### src/rtl/rglf_pkg.sv
// Shared types, constants and fixed-point helpers of the recursive Gaussian line filter.
// Depends on nothing; every other file imports it.
`timescale 1ns / 1ps
package rglf_pkg;
	localparam int ROW_MAX    = 64;
	localparam int ADDR_W     = $clog2(ROW_MAX);
	localparam int CNT_W      = ADDR_W + 1;
	localparam int PIXEL_BITS = 16;
	localparam int FRAC_W     = 12;
	localparam int CFG_IDX_W  = 3;
	localparam int CFG_DATA_W = 60;
	localparam int FIELD_W    = 20;
	localparam int COEF_W     = 22;
	localparam int OPND_W     = 33;
	localparam int PROD_W     = COEF_W + OPND_W;
	localparam int ACC_W      = 60;
	localparam int FIFO_DEPTH = 4;
	localparam int FIFO_AW    = $clog2(FIFO_DEPTH);
	localparam int LVL_W      = FIFO_AW + 1;
	localparam int PIX_MAX    = (1 << PIXEL_BITS) - 1;
	localparam int ONE_Q16    = 65536;

	localparam logic [1:0] MODE_BYPASS = 2'd0;
	localparam logic [1:0] MODE_TAP    = 2'd1;
	localparam logic [1:0] MODE_REC    = 2'd2;

	localparam logic [CFG_IDX_W-1:0] REG_MODE  = 3'd0;
	localparam logic [CFG_IDX_W-1:0] REG_SIDE  = 3'd1;
	localparam logic [CFG_IDX_W-1:0] REG_FB    = 3'd2;
	localparam logic [CFG_IDX_W-1:0] REG_BROW0 = 3'd3;
	localparam logic [CFG_IDX_W-1:0] REG_BROW1 = 3'd4;
	localparam logic [CFG_IDX_W-1:0] REG_BROW2 = 3'd5;

	typedef struct packed {
		logic [15:0] sample;
		logic        row_end;
	} pixel_t;

	typedef struct packed {
		logic [15:0] filtered;
		logic        last_of_row;
		logic        row_overflowed;
	} result_t;

	typedef struct packed {
		logic [1:0]            filter_mode;
		logic [14:0]           side_tap;
		logic [CFG_DATA_W-1:0] feedback_coeffs;
		logic [CFG_DATA_W-1:0] boundary_row_zero;
		logic [CFG_DATA_W-1:0] boundary_row_one;
		logic [CFG_DATA_W-1:0] boundary_row_two;
	} cfg_t;

	typedef struct packed {
		logic              en;
		logic [ADDR_W-1:0] addr;
		logic [15:0]       data;
	} smp_wr_t;

	typedef struct packed {
		logic [CNT_W-1:0] n;
		logic             ovf;
	} job_t;

	function automatic logic signed [COEF_W-1:0] coef_field(input logic [CFG_DATA_W-1:0] v,
			input int k);
		return COEF_W'($signed(v[FIELD_W*k +: FIELD_W]));
	endfunction

	function automatic logic [PIXEL_BITS-1:0] clamp_pix(input logic signed [ACC_W-1:0] w);
		logic [PIXEL_BITS-1:0] p;
		if (w < 0)
			p = '0;
		else if (w > ACC_W'(PIX_MAX))
			p = PIXEL_BITS'(PIX_MAX);
		else
			p = w[PIXEL_BITS-1:0];
		return p;
	endfunction

	// (acc + 2^15) >> 16 with floor, saturated to the signed 32-bit range
	function automatic logic signed [31:0] sat_round(input logic signed [ACC_W-1:0] acc);
		logic signed [ACC_W-1:0] t;
		logic signed [31:0]      r;
		t = (acc + ACC_W'(32768)) >>> 16;
		if (t > $signed({{(ACC_W-32){1'b0}}, 32'h7FFF_FFFF}))
			r = 32'sh7FFF_FFFF;
		else if (t < $signed({{(ACC_W-32){1'b1}}, 32'h8000_0000}))
			r = 32'sh8000_0000;
		else
			r = t[31:0];
		return r;
	endfunction

	function automatic logic [PIXEL_BITS-1:0] tap_pix(input logic signed [ACC_W-1:0] acc);
		return clamp_pix((acc + ACC_W'(32768)) >>> 16);
	endfunction

	function automatic logic [PIXEL_BITS-1:0] int_to_pix(input logic signed [31:0] v);
		return clamp_pix((ACC_W'(v) + ACC_W'(1 << (FRAC_W - 1))) >>> FRAC_W);
	endfunction
endpackage

### src/rtl/rglf_front.sv
// Front end: takes pixels, writes them to the row store, counts and flags overflow.
// Hands a finished row to the back end through a one-slot job queue. Uses rglf_pkg.
`timescale 1ns / 1ps
module rglf_front import rglf_pkg::*; (
	input  logic    clk,
	input  logic    arst_n,
	input  logic    push,
	input  pixel_t  pixel,
	output logic    full,
	input  logic    back_busy,
	input  logic    job_take,
	output logic    job_valid,
	output job_t    job,
	output smp_wr_t smp_wr
);
	logic [CNT_W-1:0] cnt_q;
	logic             ovf_q;
	logic             job_valid_q;
	job_t             job_q;
	logic             accept;
	logic             room;

	assign full      = job_valid_q | back_busy;
	assign accept    = push & ~full;
	assign room      = cnt_q < CNT_W'(ROW_MAX);
	assign job_valid = job_valid_q;
	assign job       = job_q;

	assign smp_wr.en   = accept & room;
	assign smp_wr.addr = cnt_q[ADDR_W-1:0];
	assign smp_wr.data = pixel.sample;

	always_ff @(posedge clk or negedge arst_n) begin
		if (!arst_n) begin
			cnt_q       <= '0;
			ovf_q       <= 1'b0;
			job_valid_q <= 1'b0;
		end else begin
			if (job_take)
				job_valid_q <= 1'b0;
			if (accept) begin
				if (pixel.row_end) begin
					job_valid_q <= 1'b1;
					cnt_q       <= '0;
					ovf_q       <= 1'b0;
				end else if (room) begin
					cnt_q <= cnt_q + 1'b1;
				end else begin
					ovf_q <= 1'b1;
				end
			end
		end
	end

	always_ff @(posedge clk) begin
		if (accept && pixel.row_end) begin
			job_q.n   <= room ? cnt_q + 1'b1 : cnt_q;
			job_q.ovf <= ovf_q | ~room;
		end
	end
endmodule

### config.mk
export PLATFORM = sky130hd
export DESIGN_NAME = rglf_front
export DESIGN_NICKNAME = d
export VERILOG_FILES = /design/src/rtl/rglf_pkg.sv /design/src/rtl/rglf_front.sv
export SDC_FILE = /design/constraint.sdc
export NUM_CORES = 1
export LEC_CHECK = 0
export BUFFER_PORTS_ARGS = -buffer_cell sky130_fd_sc_hd__buf_2
export CAP_MARGIN = 40
export CORE_MARGIN = 4
export CORE_UTILIZATION = 43
export DETAILED_ROUTE_END_ITERATION = 7
export PLACE_DENSITY = 0.85
export SKIP_LAST_GASP = 1
export SLEW_MARGIN = 20
export SYNTH_ARGS = -nofsm -noshare
export SYNTH_HDL_FRONTEND = slang
export SYNTH_SLANG_ARGS = --single-unit
### constraint.sdc
create_clock -name clk -period 2.2 [get_ports clk]
set_clock_uncertainty 0.15 [all_clocks]
set_input_delay 0.44 -clock clk [delete_from_list [all_inputs] [get_ports clk]]
set_output_delay 0.44 -clock clk [all_outputs]
set_load 0.005 [all_outputs]
==> impl_metrics.toml, run 1 <==
[worst_setup_path]
crit_path_start_kind = "register"
end_kind = "output pin"
cpPeakStageDelay_ps = 440
cp.depth = 3
critPathBufInv = 1
r2r_cells = 4
crit_type = "reg2out"
path_delay_family = "simple AND/OR/NAND/NOR gates"
path_max_fanout = 6
worstPathRequired_ps = 1610
worstPathArrival_ps = 1330
cp_slowest_cell = "dfrtp_1"
crit_chain = "or3b_1 -> nor2_1 -> buf_2"

[logic_synthesis]
synth_area_um2 = 968
syn_nets = 107
synth_cell_types = 28
syn_inst = 84
yosysSeqAreaShare_pct = 48.1
ys_seq_elements = 17
syn-mean-instance-area_um2 = 11.5
ys_warn_count = 0

[final_layout]
layout.cells.non_filler = 116
n_antenna_cell = 0
nets = 113
mostFrequentLayoutCells = "buf_2, dfrtp_1, edfxtp_1"
fin_util_pct = 48.1
drive_gt1_share_pct = 36.0
area_growth_pct = 1.42
layout_commonest_cell = "buf_2"

[clock_tree]
postCtsSetupBuffers = 0
htree_levels = 1
clk_latency_ps = 290
postCtsHoldBufs = 1
clock-sinks = 17
cts_resized = 0
cts-root-buf = "clkbuf_4"
clk_pin_slew_ps = 100
numCtsBuffers = 3
tritoncts = "built"
clockBufferDepth = 2

[run_status]
status = "complete, no violations"

[global_route]
overflow = 0
grt_max_degree = 10
grt_pass1_wl_mm = 2.59
antenna_found_initial = 0
grt_pass1_vias = 527
track_usage_pct = 10.8

[route]
top_layer_used = "met4"
drt_pass1_iterations = 4
wl_met2_um = 732
routed_wl_mm = 1.57
ant_nets = 0
vias_per_cell = 4.83
drt-wirelength-per-cell_um = 13.5
via_count = 560
drt_iter0_drc = 15
drt-met1-wl_um = 653
wl_met3_um = 150
drc = 0

[die]
dieHeight_um = 55.5
ios = 55
die_area_um2 = 3080
die_w_um = 55.5
row_count = 16
initial_core_util_pct = 47.4
core_um2 = 2040

[sta]
final-hold-violation-count = 0
layout_setup_ws_ps = 283
fin_crit_ps = 1920
finalSetupTns_ps = 0
slew_headroom_pct = 54.9
min_period_over_period_pct = 87.1
fmax_ghz = 0.522
finalSetupViolations = 0
worst_pin_slew_ps = 668
maxSlewViolCount = 0
grt_setup_unrepaired = "no"

[power]
pwr-share-clk_pct = 24.3
switching_share_pct = 27.3
p_seq_share_pct = 58.3
share_comb_of_total_power_pct = 17.4
p_int_mw = 0.495
power.density_nw_per_um2 = 693
p_leak_nw = 0.471
switching_power_mw = 0.186
peakVddDrop_mv = 0.333

[min_path]
worstHoldPathType = "in2reg"
hold_depth = 2

[place]
portBuffers = 22
gp_congestion = 0.810
place_inst = 111
hpwl_mm = 1.19
post-place-ws_ps = 446

[flow_run]
drv_cap = 0
-- sequential cells by signal, indices dropped and copies added (netlist names) --
signal and cells:
job 8, ovf_q 1, cnt_q 7, job_valid 1
-- metrics by stage --
stage	instance area [um^2]	hold WS [ps]	power, mW
floorplan	968	-5.59	0.516
global placement	946	157	0.518
detailed placement	946	169	0.524
CTS	982	156	0.691
global route	982	148	0.724
finish	982	162	0.681
-- power by group through the flow --
stage	clock, mW	combinational, mW	sequential [mW]
6_report	0.165	0.118	0.397
3_5_place_dp	0	0.120	0.404
3_3_place_gp	0	0.116	0.402
4_1_cts	0.172	0.121	0.397
5_1_grt	0.187	0.135	0.402
2_1_floorplan	0	0.116	0.400
-- cell families (layout without fill, tap and decap cells) --
kind of cell / count (synthesis) / count (layout) / share of synthesized area, %
compound gates: 11 / 11 / 10.7
xor+xnor: 5 / 5 / 4.52
fa+ha+maj: 1 / 1 / 1.29
buf+inv: 28 / 33 / 20.3
flops: 17 / 17 / 48.1
mux: 1 / 1 / 1.16
simple gates: 21 / 21 / 14.0
-- cell usage after synthesis --
cell | count | share of area, %
nand4b_4 | 1 | 2.5
a22o_1 | 2 | 1.8
dfrtp_1 | 9 | 23
nand4b_1 | 2 | 1.8
nand2b_1 | 1 | 0.65
nor2_1 | 4 | 1.5
or2_2 | 1 | 0.65
o21ai_0 | 3 | 1.5
a41o_1 | 1 | 1.0
edfxtp_1 | 8 | 25
o41ai_2 | 1 | 1.7
nand2_1 | 6 | 2.3
inv_1 | 4 | 1.5
buf_4 | 22 | 17
nor3b_1 | 1 | 0.78
ha_1 | 1 | 1.3
buf_6 | 1 | 1.2
nor4b_1 | 1 | 0.90
nor2b_1 | 2 | 1.3
o211a_1 | 1 | 1.0
a22oi_4 | 1 | 2.2
o311ai_0 | 1 | 0.90
mux2_2 | 1 | 1.2
or3b_1 | 1 | 0.90
xnor2_1 | 5 | 4.5
and2_1 | 1 | 0.65
a21oi_1 | 1 | 0.52
buf_2 | 1 | 0.52
-- path summary, 6_finish.rpt --
path | start | slack [ps] | end
worst max-delay path | job_valid | 280 | smp_wr[22]
worst min-delay path | job_take | 160 | job_valid
worst max register to register | job_valid | 640 | cnt_q[3]
worst min register to register | ovf_q | 380 | ovf_q
max in group asynchronous | arst_n | 1330 | ovf_q
min in group asynchronous | arst_n | 370 | cnt_q[4]
-- layer usage --
| layer | vias up | track usage, % |
|---|---|---|
| met3 | 12 | 4.43 |
| met2 | 22 | 15.0 |
| li1 | 279 | - |
| met5 | - | 0 |
| met1 | 247 | 13.2 |
| met4 | 0 | 7.64 |
-- area by class of cell --
type | instances | area [um^2]
well taps | 27 | 33.8
fillers | 194 | 1060
multi-input cells | 39 | 307
repair buffers | 25 | 135
inverters | 4 | 15.0
flip-flops and latches | 17 | 465
clock buffers | 4 | 26.3
No activity file was read; power rests on OpenSTA's default activity.
==> run 2, diff against run 1 <==
==> constraint.sdc (replaced) <==
create_clock -name clk -period 2.2 [get_ports clk]
set_clock_uncertainty 0.15 [all_clocks]
set_input_delay 0.55 -clock clk [delete_from_list [all_inputs] [get_ports clk]]
set_output_delay 0.55 -clock clk [all_outputs]
set_load 0.005 [all_outputs]
==> impl_metrics.toml, run 2 (same netlist as run 1, synthesis figures left out) <==
[sta]
finalSetupViolations = 0
final-hold-violation-count = 0
slew_headroom_pct = 80.0
maxSlewViolCount = 0
grt_setup_unrepaired = "no"
layout_setup_ws_ps = 197
worst_pin_slew_ps = 299
fin_crit_ps = 2000
finalSetupTns_ps = 0
fmax_ghz = 0.499
min_period_over_period_pct = 91.1

[die]
core_um2 = 2040
die_w_um = 55.5
die_area_um2 = 3080
ios = 55
row_count = 16
initial_core_util_pct = 47.4
dieHeight_um = 55.5

[global_route]
grt_pass1_wl_mm = 2.57
track_usage_pct = 10.9
grt_max_degree = 10
overflow = 0
grt_pass1_vias = 561
antenna_found_initial = 0

[worst_setup_path]
cp.depth = 3
path_max_fanout = 6
worstPathRequired_ps = 1500
cp_slowest_cell = "dfrtp_1"
path_delay_family = "simple AND/OR/NAND/NOR gates"
critPathBufInv = 1
r2r_slack_ps = 630
r2r_cells = 3
end_kind = "output pin"
crit_type = "reg2out"
worstPathArrival_ps = 1300
crit_chain = "or3b_1 -> nor2_1 -> buf_2"
cpPeakStageDelay_ps = 430
crit_path_start_kind = "register"

[route]
via_count = 589
drt_iter0_drc = 12
drt-wirelength-per-cell_um = 13.0
routed_wl_mm = 1.52
vias_per_cell = 5.03
ant_nets = 0
drt_pass1_iterations = 4
drc = 0

[power]
finalPower_mw = 0.680
peakVddDrop_mv = 0.364
p_leak_nw = 0.477
power.density_nw_per_um2 = 687

[place]
gp_congestion = 0.787
post-place-ws_ps = 242
portBuffers = 22
place_inst = 112
dpl_cell_area_um2 = 953
hpwl_mm = 1.14

[clock_tree]
clk_latency_ps = 290
cts-root-buf = "clkbuf_4"
tritoncts = "built"
postCtsHoldBufs = 1
cts_resized = 0
htree_levels = 1
numCtsBuffers = 3
clk_pin_slew_ps = 90
clockBufferDepth = 2
postCtsSetupBuffers = 0
clock-sinks = 17

[final_layout]
nets = 114
nFillCells = 190
mostFrequentLayoutCells = "buf_2, dfrtp_1, edfxtp_1"
n_antenna_cell = 0
largest_reg_flops = 8
layout_commonest_cell = "buf_2"
area_growth_pct = 2.20
layout.cells.non_filler = 117
drive_gt1_share_pct = 36.7
final_area_um2 = 990

[min_path]
worstHoldPathType = "in2reg"
hold_depth = 2

[run_status]
status = "complete, no violations"

[flow_run]
drv_cap = 0
run 2: changes by cell type in the layout (fill, tap and decap cells not counted), sizes merged:
cell,previous run,this run
buf,24,25
run 2: layer usage:
layer / vias up / GRT usage [%] / wire [um]
li1: 281 / - / -
met2: 31 / 16.2 / 672
met4: 0 / 9.72 / 73
met1: 260 / 12.5 / 608
met3: 17 / 3.26 / 163
met5: - / 0 / 0
run 2: area by class of cell:
cell class / instances / area [um^2] / area share (%)
tap: 27 / 33.8 / 3.41
inverter: 4 / 15.0 / 1.52
clock buffer: 4 / 26.3 / 2.65
sequential: 17 / 465 / 47.0
timing repair buffer: 26 / 143 / 14.4
multi-input combinational: 39 / 307 / 31.0
run 2: worst paths after layout:
check                                from    endpoint
min in group asynchronous          arst_n    cnt_q[6]
worst min register to register      ovf_q       ovf_q
worst min-delay path             job_take   job_valid
worst max-delay path            job_valid  smp_wr[22]
worst max register to register  job_valid      job[3]
max in group asynchronous          arst_n       ovf_q
run 2: metrics by stage:
stage	utilization (%)	hold WS [ps]
floorplan	-	104
global placement	46.7	268
detailed placement	46.7	276
CTS	48.5	264
global route	48.5	258
finish	48.5	274
run 2: report_power, final:
part | internal, mW | leakage [nW] | total (mW) | switching, mW
logic | 0.0630 | 0.273 | 0.119 | 0.0563
clock network | 0.0705 | 0.0150 | 0.163 | 0.0925
registers | 0.362 | 0.189 | 0.397 | 0.0350
==> run 3, diff against run 2 <==
--- a/config.mk
+++ b/config.mk
@@ -5,12 +5,13 @@
 export SDC_FILE = /design/constraint.sdc
 export NUM_CORES = 1
 export LEC_CHECK = 0
+export ABC_AREA = 1
 export BUFFER_PORTS_ARGS = -buffer_cell sky130_fd_sc_hd__buf_2
 export CAP_MARGIN = 40
 export CORE_MARGIN = 4
 export CORE_UTILIZATION = 43
 export DETAILED_ROUTE_END_ITERATION = 7
-export PLACE_DENSITY = 0.85
+export PLACE_DENSITY_LB_ADDON = 0.15
 export SKIP_LAST_GASP = 1
 export SLEW_MARGIN = 20
 export SYNTH_ARGS = -nofsm -noshare
==> impl_metrics.toml, run 3 <==
[run_status]
status = "complete, no violations"

[final_layout]
mostFrequentLayoutCells = "nand2_1, buf_2, inv_1"
largest_reg_flops = 8
layout_commonest_cell = "nand2_1"
n_antenna_cell = 0
layout.cells.non_filler = 140
nets = 137
drive_gt1_share_pct = 31.9
area_growth_pct = 1.28

[die]
die_area_um2 = 3100
dieHeight_um = 55.6
initial_core_util_pct = 47.3
core_um2 = 2060
die_w_um = 55.6
ios = 55
row_count = 16

[clock_tree]
numCtsBuffers = 3
cts-root-buf = "clkbuf_4"
tritoncts = "built"
htree_levels = 1
clk_latency_ps = 280
clock-sinks = 17
clk_pin_slew_ps = 100
clockBufferDepth = 2

[global_route]
grt_pass1_wl_mm = 2.84
grt_pass1_vias = 618
antenna_found_initial = 0
overflow = 0
track_usage_pct = 11.7
grt_max_degree = 11

[worst_setup_path]
timing.rr.end = "job[7]"
crit_chain = "inv_2 -> nand3_4 -> nor2_1 -> buf_2"
end_kind = "output pin"
critPathBufInv = 2
r2r_start = "cnt_q[0]"
r2r_slack_ps = 770
path_delay_family = "flip-flops"
path_max_fanout = 9
cp_slowest_cell = "dfrtp_1"
critPathLaunch = "job_valid"
crit_type = "reg2out"
crit_path_start_kind = "register"
cpPeakStageDelay_ps = 400
worstPathArrival_ps = 1180
r2r_cells = 5
worstPathRequired_ps = 1500

[sta]
layout_setup_ws_ps = 320
finalSetupViolations = 0
min_period_over_period_pct = 85.5
maxSlewViolCount = 0
final-hold-violation-count = 0
worst_pin_slew_ps = 369
slew_headroom_pct = 75.4
finalSetupTns_ps = 0
grt_setup_unrepaired = "no"
fmax_ghz = 0.532
fin_crit_ps = 1880
holdWs_ps = 291

[logic_synthesis]
synthTopCellsByArea = "edfxtp_1, dfrtp_1, buf_4"
syn_inst = 108
synth_top_area_share_pct = 24.6
synth_cell_types = 23
synthTopCellsByCount = "nand2_1, buf_4, inv_1"
syn_nets = 131
synth_top_area_cell = "edfxtp_1"
yosysMostFrequentCell = "nand2_1"
synth_edf_count = 8
syn-mean-instance-area_um2 = 9.04
synth_area_um2 = 976
yosysSeqAreaShare_pct = 47.7
ys_seq_elements = 17
ys_warn_count = 0
ys.flop_type = "dfrtp_1"
async_flop_share_pct = 52.9

[power]
power.density_nw_per_um2 = 663
finalPower_mw = 0.655
p_leak_nw = 0.504
peakVddDrop_mv = 0.336

[route]
drc = 0
drt-wirelength-per-cell_um = 11.4
via_count = 623
routed_wl_mm = 1.59
drt_pass1_iterations = 4
vias_per_cell = 4.45
ant_nets = 0
drt_iter0_drc = 17

[min_path]
hold_depth = 2
min_to = "job_valid"
worstHoldPathType = "in2reg"
hold_path_startpoint = "job_take"

[place]
hpwl_mm = 1.24
gp_congestion = 0.795
place_inst = 135
portBuffers = 22
post-place-ws_ps = 377

[flow_run]
drv_cap = 0
## run 3: cell types whose count changed in the layout (fill, tap and decap cells not counted), moves of 3 or more
cell	before	now
nand2_1	6	26
inv_1	4	13
xnor2_1	5	0
o22ai_1	0	4
inv_2	0	3
## run 3: worst max path at each step
stage	to	slack, ps	cells after the start
6_report	smp_wr[22]	320	4
5_1_grt	smp_wr[22]	210	4
4_1_cts	smp_wr[22]	290	4
3_5_place_dp	smp_wr[22]	380	5
3_3_place_gp	smp_wr[22]	440	5
2_1_floorplan	job[0]	570	3
## run 3: layer usage
metal / global-route usage [%] / up-vias / wire (um) / part of all wire (%)
li1: - / 323 / - / -
met1: 15.2 / 265 / 702 / 44
met2: 16.0 / 21 / 709 / 45
met3: 2.78 / 14 / 121 / 7.6
met4: 9.72 / 0 / 56 / 3.5
met5: 0 / - / 0 / 0
## run 3: repair_timing
item | CTS | global route
setup buffers | 0 | 0
gates resized for setup | 0 | 0
hold endpoints to repair | 9 | 0
hold buffers | 1 | 0
## run 3: power breakdown
group | leakage [nW] | switching [mW] | internal (mW) | total [mW]
logic | 0.289 | 0.0675 | 0.0485 | 0.116
registers | 0.197 | 0.0170 | 0.358 | 0.375
clock network | 0.0177 | 0.0970 | 0.0675 | 0.164
## run 3: final cells by class
class	count	area, um^2
clock buffers	3	22.5
clock inverters	1	5.00
fillers	192	1070
inverters	18	70.1
multi-input cells	50	264
flip-flops and latches	17	465
well taps	27	33.8
repair buffers	24	128
## run 3: metrics by stage
step	area, um^2	utilization, %
final	988	47.9
after floorplan	976	-
after CTS	988	47.9
after global placement	951	46.1
after detailed placement	951	46.1
after global routing	988	47.9
## run 3: cell families (layout without fill, tap and decap cells)
family,after synthesis,count (layout),share of synthesized area [%]
AOI/OAI and AO/OA,10,10,5.90
and+or+nand+nor,39,39,19.9
buffers and inverters,41,46,25.3
adders and majority gates,1,1,1.28
DFF,17,17,47.7
