[src/rtl/rglf_pkg.sv]
// Shared types, constants and fixed-point helpers of the recursive Gaussian line filter.
// Depends on nothing; every other file imports it.
`timescale 1ns / 1ps
package rglf_pkg;
	localparam int ROW_MAX    = 64;
	localparam int ADDR_W     = $clog2(ROW_MAX);
	localparam int CNT_W      = ADDR_W + 1;
	localparam int PIXEL_BITS = 16;
	localparam int FRAC_W     = 12;
	localparam int CFG_IDX_W  = 3;
	localparam int CFG_DATA_W = 60;
	localparam int FIELD_W    = 20;
	localparam int COEF_W     = 22;
	localparam int OPND_W     = 33;
	localparam int PROD_W     = COEF_W + OPND_W;
	localparam int ACC_W      = 60;
	localparam int FIFO_DEPTH = 4;
	localparam int FIFO_AW    = $clog2(FIFO_DEPTH);
	localparam int LVL_W      = FIFO_AW + 1;
	localparam int PIX_MAX    = (1 << PIXEL_BITS) - 1;
	localparam int ONE_Q16    = 65536;

	localparam logic [1:0] MODE_BYPASS = 2'd0;
	localparam logic [1:0] MODE_TAP    = 2'd1;
	localparam logic [1:0] MODE_REC    = 2'd2;

	localparam logic [CFG_IDX_W-1:0] REG_MODE  = 3'd0;
	localparam logic [CFG_IDX_W-1:0] REG_SIDE  = 3'd1;
	localparam logic [CFG_IDX_W-1:0] REG_FB    = 3'd2;
	localparam logic [CFG_IDX_W-1:0] REG_BROW0 = 3'd3;
	localparam logic [CFG_IDX_W-1:0] REG_BROW1 = 3'd4;
	localparam logic [CFG_IDX_W-1:0] REG_BROW2 = 3'd5;

	typedef struct packed {
		logic [15:0] sample;
		logic        row_end;
	} pixel_t;

	typedef struct packed {
		logic [15:0] filtered;
		logic        last_of_row;
		logic        row_overflowed;
	} result_t;

	typedef struct packed {
		logic [1:0]            filter_mode;
		logic [14:0]           side_tap;
		logic [CFG_DATA_W-1:0] feedback_coeffs;
		logic [CFG_DATA_W-1:0] boundary_row_zero;
		logic [CFG_DATA_W-1:0] boundary_row_one;
		logic [CFG_DATA_W-1:0] boundary_row_two;
	} cfg_t;

	typedef struct packed {
		logic              en;
		logic [ADDR_W-1:0] addr;
		logic [15:0]       data;
	} smp_wr_t;

	typedef struct packed {
		logic [CNT_W-1:0] n;
		logic             ovf;
	} job_t;

	function automatic logic signed [COEF_W-1:0] coef_field(input logic [CFG_DATA_W-1:0] v,
			input int k);
		return COEF_W'($signed(v[FIELD_W*k +: FIELD_W]));
	endfunction

	function automatic logic [PIXEL_BITS-1:0] clamp_pix(input logic signed [ACC_W-1:0] w);
		logic [PIXEL_BITS-1:0] p;
		if (w < 0)
			p = '0;
		else if (w > ACC_W'(PIX_MAX))
			p = PIXEL_BITS'(PIX_MAX);
		else
			p = w[PIXEL_BITS-1:0];
		return p;
	endfunction

	// (acc + 2^15) >> 16 with floor, saturated to the signed 32-bit range
	function automatic logic signed [31:0] sat_round(input logic signed [ACC_W-1:0] acc);
		logic signed [ACC_W-1:0] t;
		logic signed [31:0]      r;
		t = (acc + ACC_W'(32768)) >>> 16;
		if (t > $signed({{(ACC_W-32){1'b0}}, 32'h7FFF_FFFF}))
			r = 32'sh7FFF_FFFF;
		else if (t < $signed({{(ACC_W-32){1'b1}}, 32'h8000_0000}))
			r = 32'sh8000_0000;
		else
			r = t[31:0];
		return r;
	endfunction

	function automatic logic [PIXEL_BITS-1:0] tap_pix(input logic signed [ACC_W-1:0] acc);
		return clamp_pix((acc + ACC_W'(32768)) >>> 16);
	endfunction

	function automatic logic [PIXEL_BITS-1:0] int_to_pix(input logic signed [31:0] v);
		return clamp_pix((ACC_W'(v) + ACC_W'(1 << (FRAC_W - 1))) >>> FRAC_W);
	endfunction
endpackage

[src/rtl/rglf_res_fifo.sv]
// Result queue between the back end and the result ports.
// Uses rglf_pkg for the result type and depth.
`timescale 1ns / 1ps
module rglf_res_fifo import rglf_pkg::*; (
	input  logic             clk,
	input  logic             arst_n,
	input  logic             wr_en,
	input  result_t          wr_data,
	input  logic             pop,
	output logic             empty,
	output result_t          head,
	output logic [LVL_W-1:0] level
);
	result_t            mem_q [FIFO_DEPTH];
	logic [FIFO_AW-1:0] wp_q;
	logic [FIFO_AW-1:0] rp_q;
	logic [LVL_W-1:0]   cnt_q;
	logic               rd_en;

	assign empty = cnt_q == '0;
	assign head  = mem_q[rp_q];
	assign level = cnt_q;
	assign rd_en = pop & ~empty;

	always_ff @(posedge clk or negedge arst_n) begin
		if (!arst_n) begin
			wp_q  <= '0;
			rp_q  <= '0;
			cnt_q <= '0;
		end else begin
			if (wr_en)
				wp_q <= wp_q + 1'b1;
			if (rd_en)
				rp_q <= rp_q + 1'b1;
			cnt_q <= cnt_q + LVL_W'(wr_en) - LVL_W'(rd_en);
		end
	end

	always_ff @(posedge clk) begin
		if (wr_en)
			mem_q[wp_q] <= wr_data;
	end
endmodule

[config.mk]
export PLATFORM = sky130hd
export DESIGN_NAME = rglf_res_fifo
export DESIGN_NICKNAME = d
export VERILOG_FILES = /design/src/rtl/rglf_pkg.sv /design/src/rtl/rglf_res_fifo.sv
export SDC_FILE = /design/constraint.sdc
export NUM_CORES = 1
export LEC_CHECK = 0
export BUFFER_PORTS_ARGS = -buffer_cell sky130_fd_sc_hd__buf_2
export CAP_MARGIN = 20
export CORE_ASPECT_RATIO = 0.6
export CORE_MARGIN = 8
export CORE_UTILIZATION = 50
export CTS_BUF_LIST = sky130_fd_sc_hd__clkbuf_4 sky130_fd_sc_hd__clkbuf_8
export DETAILED_ROUTE_END_ITERATION = 16
export PLACE_DENSITY = 0.71
export RECOVER_POWER = 25
export SYNTH_ARGS = -nofsm -noshare
export SYNTH_HDL_FRONTEND = slang
export SYNTH_SLANG_ARGS = --single-unit
[constraint.sdc]
create_clock -name clk -period 5.02 [get_ports clk]
set_clock_uncertainty 0.15 [all_clocks]
set_input_delay 0.502 -clock clk [delete_from_list [all_inputs] [get_ports clk]]
set_output_delay 0.502 -clock clk [all_outputs]
set_load 0.005 [all_outputs]
==> flow_metrics.env, run 1 <==
export IMPL_first_iter_violations=62
export IMPL_grt_util_met1_pct=14.04
export IMPL_setup_reg_to_reg_worst_slack_ns=2.64
export IMPL_first_global_vias=1517
export IMPL_synth_edff_count=72
export IMPL_post_synth_instance_area_mm2=0.002998
export IMPL_status="finished, final reports clean"
export IMPL_synth_top_area_share_pct=72.12
export IMPL_clk_insertion_delay_late_ns=0.33
export IMPL_post_synthesis_cells=129
export IMPL_tritoncts="built"
export IMPL_timing_final_hold_violations=0
export IMPL_initial_utilization_pct=52.82
export IMPL_floorplan_die_area_mm2=0.008811
export IMPL_power_sequential_fraction_pct=49.9
export IMPL_floorplan_rows=21
export IMPL_yosys_mux_area_fraction_pct=13.52
export IMPL_floorplan_die_height_um=75.98
export IMPL_critPathBufInv=2
export IMPL_coreArea_mm2=0.005675
export IMPL_drv_slew=0
export IMPL_die_width_um=116.0
export IMPL_drt_total_wl_um=4980
export IMPL_placement_io_buffers=43
export IMPL_hold_path_endpoint="mem_q[3][4]"
export IMPL_synthMostInstantiatedCell="edfxtp_1"
export IMPL_cts_buffer_depth=2
export IMPL_synth_main_ff_cell="edfxtp_1"
export IMPL_clk_pin_slew_ns=0.07
export IMPL_synth_area_top_cells="edfxtp_1 (72%), mux4_2 (14%), dfrtp_1 (5.8%), ha_1 (2.5%), xnor2_1 (1.2%)"
export IMPL_grt_ovfl_total=0
export IMPL_synth_largest_area_cell="edfxtp_1"
export IMPL_clock_tree_root_cell="clkbuf_8"
export IMPL_avgViaCountPerCell=5.173
export IMPL_static_leakage_power_nw=1.222
export IMPL_timing_hold_worst_start="wr_data[4]"
export IMPL_timing_max_cap_violations=0
export IMPL_critPathRequiredTime_ns=4.37
export IMPL_firstDrtPassIters=4
export IMPL_utilization_pct=61.18
export IMPL_min_period_ns=2.677
export IMPL_hold_path_cell_count=1
export IMPL_grt_use_met2_pct=18.91
export IMPL_synth_adder_area_share_pct=3.172
export IMPL_sw_frac_of_total_pct=27.98
export IMPL_clock_sink_count=79
export IMPL_crit_path_cell_trace="buf_4, mux4_2, buf_2"
export IMPL_grt_util_all_layers_pct=12.14
export IMPL_antenna_cells=0
export IMPL_worst_endpoint_arrival_ns=2.03
export IMPL_compound_cell_area_share_of_the_yosys_netlist_pct=0.7095
export IMPL_gp_congestion=0.7671
export IMPL_yosysSeqAreaShare_pct=77.96
export IMPL_synth_fp_nets=158
export IMPL_switchingPower_mw=0.5435
export IMPL_path_delay_family="flip-flops"
export IMPL_totalNegativeSetupSlack_ns=0
export IMPL_wl_per_cell_um=18.72
export IMPL_grt_most_used_layer="met2"
export IMPL_finalCritPeriodShare_pct=53.33
export IMPL_antenna_found_initial=0
export IMPL_numCtsBuffers=9
export IMPL_netlist_cell_type_count=17
export IMPL_worstSetupEndpointType="output port"
export IMPL_peakVddDrop_mv=0.3105
export IMPL_via_count=1376
export IMPL_ys_top_cells_by_count="edfxtp_1 (72), mux4_2 (18), dfrtp_1 (7), inv_1 (7), ha_1 (6)"
export IMPL_holdCritPathClass="input pin to flop"
export IMPL_fmax_mhz=373.5
export IMPL_final_setup_violation_count=0
export IMPL_synthSimpleGateAreaFrac_pct=1.127
export IMPL_boundaryPins=44
export IMPL_dpl_hpwl_um=3339
export IMPL_pwr_density_cell_mw_per_mm2=559.5
export IMPL_grt_first_pass_wirelength_um=7734
export IMPL_clock_tree_htree_level_count=3
export IMPL_reg2reg_from="level[1]"
export IMPL_critical_path_reg2reg_endpoint="level[2]"
export IMPL_yosysWarningCount=0
export IMPL_drt_antenna_violating_nets=0
export IMPL_synth_xor_xnor_area_share_pct=1.461
export IMPL_share_clk_of_total_power_pct=23.0
export IMPL_share_of_power_burned_in_combinational_logic_pct=27.1
export IMPL_asyncSetResetFlopFracSynth_pct=8.861
export IMPL_critPathMaxFanout=14
export IMPL_critical_path_slowest_cell="dfrtp_1"
export IMPL_finish_net_count=210
export IMPL_transition_time_at_the_pin_with_the_least_slew_margin_ns=0.9541
export IMPL_pin_count_of_the_biggest_net_entering_global_routing=20
export IMPL_timing_max_slew_rel_slack_pct=36.39
export IMPL_setup_worst_path_class="flop to output port"
export IMPL_post_cts_resized_instances=0
export IMPL_area_growth_pct=15.82
export IMPL_rsz0062_at_grt="false"
export IMPL_drive_above_1_share_pct=33.87
export IMPL_synth_top_family_by_area="multiplexers"
export IMPL_hold_buffers=1
export IMPL_sort_of_element_at_the_start_of_the_critical_path="flop"
export IMPL_drc_errors=0
export IMPL_synthesis_area_per_instance_um2=23.24
export IMPL_p_int_mw=1.399
export IMPL_met3_global_route_usage_pct=5.854
export IMPL_timing_reg2reg_worst_path_depth=9
export IMPL_post_cts_setup_buffers=0
export IMPL_timing_critical_path_slowest_cell_delay_ns=0.61
export IMPL_synth_ff_latch_count=79
power by group through the flow:
stage	Sequential, mW	Clock, mW	Combinational [mW]
after floorplan	0.926	0	0.392
after global placement	0.974	0	0.533
after detailed placement	0.988	0	0.544
after CTS	0.973	0.456	0.546
after global routing	0.986	0.482	0.583
final	0.969	0.448	0.526
metal layers:
metal  wire (um)  vias up  part of all wire (%)
met1        2215      699                    44
met2        2321       47                    47
met4          27        0                  0.54
li1            -      626                     -
met5           0        -                     0
met3         416        4                   8.4
worst max-delay path by stage:
stage / depth (start not counted) / end / from
2_1_floorplan: 9 / level[2] / level[1]
3_3_place_gp: 3 / head[7] / rp_q[0]
3_5_place_dp: 9 / level[2] / level[1]
4_1_cts: 3 / head[7] / rp_q[0]
5_1_grt: 3 / head[7] / rp_q[0]
6_report: 3 / head[7] / rp_q[0]
through the flow:
| stage | hold slack [ns] | area (um2) | total power, mW | std cells | setup slack, ns |
|---|---|---|---|---|---|
| floorplan | 0.05641 | 2998 | 1.317 | 129 | 2.785 |
| global placement | 0.1925 | 3286 | 1.507 | 249 | 2.682 |
| detailed placement | 0.1968 | 3286 | 1.532 | 249 | 2.632 |
| CTS | 0.2128 | 3488 | 1.976 | 266 | 2.281 |
| global route | 0.2275 | 3472 | 2.051 | 266 | 2.206 |
| finish | 0.2340 | 3472 | 1.942 | 266 | 2.343 |
registers in the layout (all words and copies together), names as in the netlist:
register  count
mem_q        72
wp_q          2
level         3
rp_q          2
final cells by class:
class | instances | area (um2)
sequential | 79 | 2337
tap | 80 | 100.1
timing repair buffer | 45 | 216.5
clock buffer | 12 | 146.4
inverter | 7 | 26.28
fill | 427 | 2203
clock inverter | 4 | 46.29
multi-input combinational | 39 | 599.3
kinds of logic after synthesis:
family                   Yosys count
flip-flops                        79
multiplexers                      18
AND/OR/NAND/NOR                    6
AO/OA/AOI/OAI                      3
buffers and inverters             11
adder cells (fa/ha/maj)            7
XOR/XNOR                           5
placed cells by master, fill, tap and decap left out:
cell type / n
and2_1: 4
clkbuf_8: 9
xor2_1: 1
bufinv_16: 1
o21ai_0: 1
dfrtp_1: 7
xnor2_1: 4
ha_1: 6
inv_1: 7
nor3_1: 1
buf_2: 30
nand2_1: 1
clkinv_1: 2
o311ai_1: 1
o31ai_1: 1
clkbuf_1: 13
dlygate4sd3_1: 1
edfxtp_1: 72
fa_1: 1
mux4_2: 18
buf_4: 1
clkinv_4: 1
clkbuf_4: 3
Note: power is estimated with default switching activity, not from simulation.
==> inputs of run 2 (changes only) <==
==> constraint.sdc (replaced) <==
create_clock -name clk -period 2.56 [get_ports clk]
set_clock_uncertainty 0.15 [all_clocks]
set_input_delay 0.256 -clock clk [delete_from_list [all_inputs] [get_ports clk]]
set_output_delay 0.256 -clock clk [all_outputs]
set_load 0.005 [all_outputs]
==> run 2 against run 1 <==
Die area is the same; sequential cell count unchanged; total power grew 94%; clock power increased by 69%; final cell count is 8.3% higher; first-iteration DRC count increased by 23%; non-clock buffer count increased by 22; core utilization grew 3.5 points; setup slack worse by 2.2 ns; critical path depth increased by 6; count of clock-buffer cells in the layout shrank 1; critical endpoint is now level[2]; largest power group unchanged.
==> flow_metrics.env, run 2 (synthesis gave the netlist of run 1 again) <==
export IMPL_status="finished, final reports clean"
export IMPL_place_worst_setup_slack_ns=0.07891
export IMPL_final_area_mm2=0.003670
export IMPL_clk_pin_slew_ns=0.07
export IMPL_clock_tree_root_cell="clkbuf_8"
export IMPL_fmax_mhz=418.5
export IMPL_timing_hold_worst_start="pop"
export IMPL_finalCritPeriodShare_pct=93.35
export IMPL_first_iter_violations=76
export IMPL_path_delay_family="adder cells"
export IMPL_largest_register_ff_count=72
export IMPL_antenna_found_initial=0
export IMPL_timing_reg2reg_worst_path_depth=9
export IMPL_totalNegativeSetupSlack_ns=0
export IMPL_peakVddDrop_mv=0.4927
export IMPL_boundaryPins=44
export IMPL_floorplan_die_area_mm2=0.008811
export IMPL_floorplan_rows=21
export IMPL_timing_max_slew_rel_slack_pct=39.56
export IMPL_setup_reg_to_reg_worst_slack_ns=0.17
export IMPL_setup_worst_path_class="flop to flop"
export IMPL_fillers=393
export IMPL_reg_with_most_ffs="mem_q"
export IMPL_antenna_cells=0
export IMPL_sort_of_element_at_the_start_of_the_critical_path="flop"
export IMPL_drc_errors=0
export IMPL_tritoncts="built"
export IMPL_drt_antenna_violating_nets=0
export IMPL_layout_common_cells="edfxtp_1 (72), buf_2 (32), dlygate4sd3_1 (19), mux4_2 (18), clkbuf_1 (11)"
export IMPL_clk_insertion_delay_late_ns=0.34
export IMPL_timing_final_hold_violations=0
export IMPL_dpl_hpwl_um=3556
export IMPL_numCtsBuffers=9
export IMPL_timing_max_cap_violations=0
export IMPL_grt_util_all_layers_pct=12.89
export IMPL_coreArea_mm2=0.005675
export IMPL_clock_tree_htree_level_count=3
export IMPL_critical_path_reg2reg_endpoint="level[2]"
export IMPL_layout_commonest_cell="edfxtp_1"
export IMPL_critPathMaxFanout=6
export IMPL_reg2reg_from="level[1]"
export IMPL_finish_net_count=232
export IMPL_drive_above_1_share_pct=33.65
export IMPL_worstSetupEndpointType="flop"
export IMPL_worst_slack_ns=0.1703
export IMPL_rsz0062_at_grt="false"
export IMPL_clock_sink_count=79
export IMPL_first_global_vias=1654
export IMPL_crit_path_cell_trace="o31ai_4, inv_1, ha_1, inv_1, ha_1, inv_1, fa_1, xnor2_1, xnor2_1"
export IMPL_placement_io_buffers=43
export IMPL_avgViaCountPerCell=5.122
export IMPL_holdCritPathClass="input pin to flop"
export IMPL_hold_path_cell_count=3
export IMPL_cpMostUsedCell="inv_1"
export IMPL_post_cts_setup_buffers=0
export IMPL_timing_critical_path_slowest_cell_delay_ns=0.48
export IMPL_wl_per_cell_um=18.13
export IMPL_worst_endpoint_arrival_ns=2.49
export IMPL_drt_total_wl_um=5220
export IMPL_placedInstanceArea_mm2=0.003316
export IMPL_min_period_ns=2.390
export IMPL_grt_first_pass_wirelength_um=8438
export IMPL_final_setup_violation_count=0
export IMPL_pin_count_of_the_biggest_net_entering_global_routing=19
export IMPL_critPathRequiredTime_ns=2.66
export IMPL_hold_path_endpoint="rp_q[0]"
export IMPL_via_count=1475
export IMPL_area_growth_pct=22.41
export IMPL_critical_path_slowest_cell="dfrtp_1"
export IMPL_cts_buffer_depth=2
export IMPL_firstDrtPassIters=4
export IMPL_die_width_um=116.0
export IMPL_initial_utilization_pct=52.82
export IMPL_static_leakage_power_nw=1.310
export IMPL_utilization_pct=64.66
export IMPL_gp_congestion=0.7685
export IMPL_grt_ovfl_total=0
export IMPL_pwr_density_cell_mw_per_mm2=1028
export IMPL_transition_time_at_the_pin_with_the_least_slew_margin_ns=0.9065
export IMPL_critPathBufInv=3
export IMPL_floorplan_die_height_um=75.98
export IMPL_drv_slew=0
==> run 2: changes by cell type in the layout (fill, tap and decap cells not counted), sizes merged <==
cell,previous run,this run
dlygate4sd3,1,19
clkinv,3,4
bufinv,1,0
clkinvlp,0,1
buf,31,37
clkbuf,25,22
==> run 2: layout make-up <==
cell class / count / area, um2 / share of cell area, %
Inverter: 7 / 26.28 / 0.7160
Sequential cell: 79 / 2337 / 63.69
Timing Repair Buffer: 67 / 429.2 / 11.69
Tap cell: 80 / 100.1 / 2.728
Clock inverter: 5 / 25.02 / 0.6819
Clock buffer: 11 / 138.9 / 3.785
Multi-Input combinational cell: 39 / 613.1 / 16.71
==> run 2: where the power goes <==
part,switching [mW],total [mW],leakage (nW),internal [mW]
Sequential,0.151,1.86,0.743,1.71
Combinational,0.553,1.15,0.482,0.601
Clock,0.394,0.758,0.0850,0.363
==> run 2: tightest hold or removal path, cell delays in order <==
cell and delay [ns]:
buf_2 0.12, o31ai_4 0.06, xnor2_1 0.06
==> run 2: metal layers <==
metal	track usage, %	routed length, um
met5	0	0
met4	4.118	62
met3	6.804	445
met2	20.86	2619
met1	14.29	2093
==> run 2: stage by stage <==
stage / hold slack (ns) / instances / power, mW
after floorplan: -0.1896 / 129 / 2.583
after global placement: -0.05810 / 253 / 2.954
after detailed placement: -0.05063 / 253 / 3.042
after CTS: 0.02507 / 288 / 3.824
after global routing: 0.03689 / 288 / 4.007
final: 0.04547 / 288 / 3.771
==> run 2: what timing repair did <==
| action | CTS | global route |
|---|---|---|
| gates resized for setup | 0 | 2 |
| hold buffers | 19 | 0 |
| setup endpoints to repair | 0 | 1 |
| hold endpoints to repair | 79 | 0 |
==> run 2: how the worst max path moves through the flow <==
stage	start	end	slack, ns	cells after the start
2_1_floorplan	level[1]	level[2]	0.32	9
3_3_place_gp	level[1]	level[2]	0.29	9
3_5_place_dp	level[1]	level[2]	0.08	9
4_1_cts	level[1]	level[2]	0.05	9
5_1_grt	level[1]	level[2]	0.02	9
6_report	level[1]	level[2]	0.17	9
==> inputs of run 3 (changes only) <==
--- a/config.mk
+++ b/config.mk
@@ -10,10 +10,11 @@
 export CORE_ASPECT_RATIO = 0.6
 export CORE_MARGIN = 8
 export CORE_UTILIZATION = 50
-export CTS_BUF_LIST = sky130_fd_sc_hd__clkbuf_4 sky130_fd_sc_hd__clkbuf_8
+export CTS_BUF_LIST = sky130_fd_sc_hd__clkbuf_8
 export DETAILED_ROUTE_END_ITERATION = 16
 export PLACE_DENSITY = 0.71
 export RECOVER_POWER = 25
 export SYNTH_ARGS = -nofsm -noshare
 export SYNTH_HDL_FRONTEND = slang
 export SYNTH_SLANG_ARGS = --single-unit
+export TNS_END_PERCENT = 30
==> constraint.sdc (replaced) <==
create_clock -name clk -period 2.56 [get_ports clk]
set_clock_uncertainty 0.15 [all_clocks]
set_input_delay 0.256 -clock clk [delete_from_list [all_inputs] [get_ports clk]]
set_output_delay 0.256 -clock clk [all_outputs]
set_load 0.02 [all_outputs]
==> run 3 against run 2 <==
Design area increased by 1.0%; sequential share of layout area decreased by 0.64 points; final cell count increased by 0.35%; hold slack got worse by 0.0028 ns; routed wire length increased by 2.0%; die area unchanged; via count increased by 0.47%; maximum frequency increased by 1.1%; global-route usage increased by 0.31 points; critical path depth unchanged; setup slack improved by 0.025 ns; critical path type unchanged; largest power group unchanged.
==> flow_metrics.env, run 3 (synthesis gave the netlist of run 1 again) <==
export IMPL_min_period_ns=2.365
export IMPL_power_sequential_fraction_pct=43.3
export IMPL_peakVddDrop_mv=0.5139
export IMPL_wl_per_cell_um=18.43
export IMPL_share_of_power_burned_in_combinational_logic_pct=34.4
export IMPL_drt_total_wl_um=5325
export IMPL_holdWs_ns=0.04272
export IMPL_critPathRequiredTime_ns=2.68
export IMPL_holdCritPathClass="input pin to flop"
export IMPL_transition_time_at_the_pin_with_the_least_slew_margin_ns=0.9434
export IMPL_clock_sink_count=79
export IMPL_via_count=1482
export IMPL_first_global_vias=1614
export IMPL_finalCritPeriodShare_pct=92.36
export IMPL_worst_endpoint_arrival_ns=2.48
export IMPL_cts_buffer_depth=2
export IMPL_totalNegativeSetupSlack_ns=0
export IMPL_clk_pin_slew_ns=0.07
export IMPL_floorplan_die_area_mm2=0.008811
export IMPL_static_leakage_power_nw=1.334
export IMPL_fmax_mhz=422.9
export IMPL_worstSetupEndpointType="flop"
export IMPL_floorplan_die_height_um=75.98
export IMPL_post_cts_setup_buffers=0
export IMPL_die_width_um=116.0
export IMPL_tritoncts="built"
export IMPL_pin_count_of_the_biggest_net_entering_global_routing=19
export IMPL_numCtsBuffers=9
export IMPL_boundaryPins=44
export IMPL_layout_common_cells="edfxtp_1 (72), buf_2 (31), dlygate4sd3_1 (19), mux4_2 (18), clkbuf_1 (12)"
export IMPL_drv_slew=0
export IMPL_clock_tree_root_cell="clkbuf_8"
export IMPL_grt_ovfl_total=0
export IMPL_rsz0062_at_grt="false"
export IMPL_largest_register_ff_count=72
export IMPL_floorplan_rows=21
export IMPL_sw_frac_of_total_pct=32.05
export IMPL_firstDrtPassIters=4
export IMPL_critPathMaxFanout=6
export IMPL_pwr_density_cell_mw_per_mm2=1134
export IMPL_status="finished, final reports clean"
export IMPL_clock_tree_htree_level_count=3
export IMPL_p_int_mw=2.856
export IMPL_drive_above_1_share_pct=33.17
export IMPL_antenna_found_initial=1
export IMPL_finish_net_count=233
export IMPL_layout_commonest_cell="edfxtp_1"
export IMPL_sort_of_element_at_the_start_of_the_critical_path="flop"
export IMPL_clk_insertion_delay_late_ns=0.34
export IMPL_reg_with_most_ffs="mem_q"
export IMPL_grt_first_pass_wirelength_um=8438
export IMPL_gp_congestion=0.7639
export IMPL_final_setup_violation_count=0
export IMPL_coreArea_mm2=0.005675
export IMPL_avgViaCountPerCell=5.128
export IMPL_area_growth_pct=23.66
export IMPL_grt_util_all_layers_pct=13.20
export IMPL_timing_final_hold_violations=0
export IMPL_drt_antenna_violating_nets=0
export IMPL_initial_utilization_pct=52.82
export IMPL_first_iter_violations=92
export IMPL_timing_max_cap_violations=0
export IMPL_timing_max_slew_rel_slack_pct=37.11
export IMPL_drc_errors=0
export IMPL_placement_io_buffers=43
export IMPL_dpl_hpwl_um=3550
export IMPL_share_clk_of_total_power_pct=22.3
export IMPL_switchingPower_mw=1.347
export IMPL_setup_worst_path_class="flop to flop"
## run 3: cell types whose count changed in the layout (fill, tap and decap cells not counted), sizes merged
cell,before,now
clkinv,4,3
clkbuf,22,21
bufinv,0,2
diode,0,1
clkinvlp,1,0
inv,7,8
## run 3: power by group through the flow
stage,clock [mW],sequential (mW),combinational (mW)
CTS,0.967,1.82,1.48
floorplan,0,1.84,1.00
detailed placement,0,1.85,1.46
finish,0.936,1.82,1.45
global placement,0,1.82,1.40
global route,1.01,1.84,1.57
## run 3: worst max-delay path, cell delays in order (launching register included)
cell	delay [ns]
dfrtp_1	0.47
o31ai_2	0.35
inv_1	0.10
ha_1	0.27
inv_1	0.06
ha_1	0.14
inv_1	0.05
fa_1	0.37
xnor2_1	0.20
xnor2_1	0.14
## run 3: layout make-up
| cell class | instances | area, um2 |
|---|---|---|
| Timing Repair Buffer | 68 | 435.4 |
| Clock inverter | 6 | 77.57 |
| Clock buffer | 9 | 123.9 |
| Fill cell | 410 | 1968 |
| Multi-Input combinational cell | 39 | 604.3 |
| Tap cell | 80 | 100.1 |
| Antenna cell | 1 | 2.502 |
| Sequential cell | 79 | 2337 |
| Inverter | 7 | 26.28 |
## run 3: what timing repair did
action	4_1_cts	5_1_grt
endpoints found under the hold margin	79	0
endpoints found under the setup margin	0	1
resized for setup	0	1
hold buffers	19	0
## run 3: worst paths after layout
kind,start,to,slack [ns],depth (start not counted)
worst max-delay path,level[1],level[2],0.20,9
worst min-delay path,wr_en,wp_q[0],0.04,2
worst max register to register,level[1],level[2],0.20,9
worst min register to register,rp_q[0],rp_q[0],0.37,1
max in group asynchronous,arst_n,wp_q[1],1.78,2
min in group asynchronous,arst_n,rp_q[1],0.21,2
## run 3: metrics by stage
| step | utilization, % | std cells | area [um2] | setup WS, ns | power, mW |
|---|---|---|---|---|---|
| finish | 65.32 | 289 | 3707 | 0.1955 | 4.203 |
| global route | 65.32 | 289 | 3707 | 0.07033 | 4.429 |
| CTS | 65.45 | 288 | 3715 | 0.1050 | 4.270 |
| detailed placement | 58.55 | 254 | 3323 | 0.1264 | 3.303 |
| global placement | 58.55 | 254 | 3323 | 0.3061 | 3.216 |
| floorplan | - | 129 | 2998 | 0.2371 | 2.846 |
## run 3: routing by layer
layer	part of all wire [%]	up-vias	GRT usage, %
met3	8.4	10	5.934
met2	50	49	21.15
met4	2.6	0	7.593
met1	39	755	14.15
li1	-	668	-
met5	0	-	0
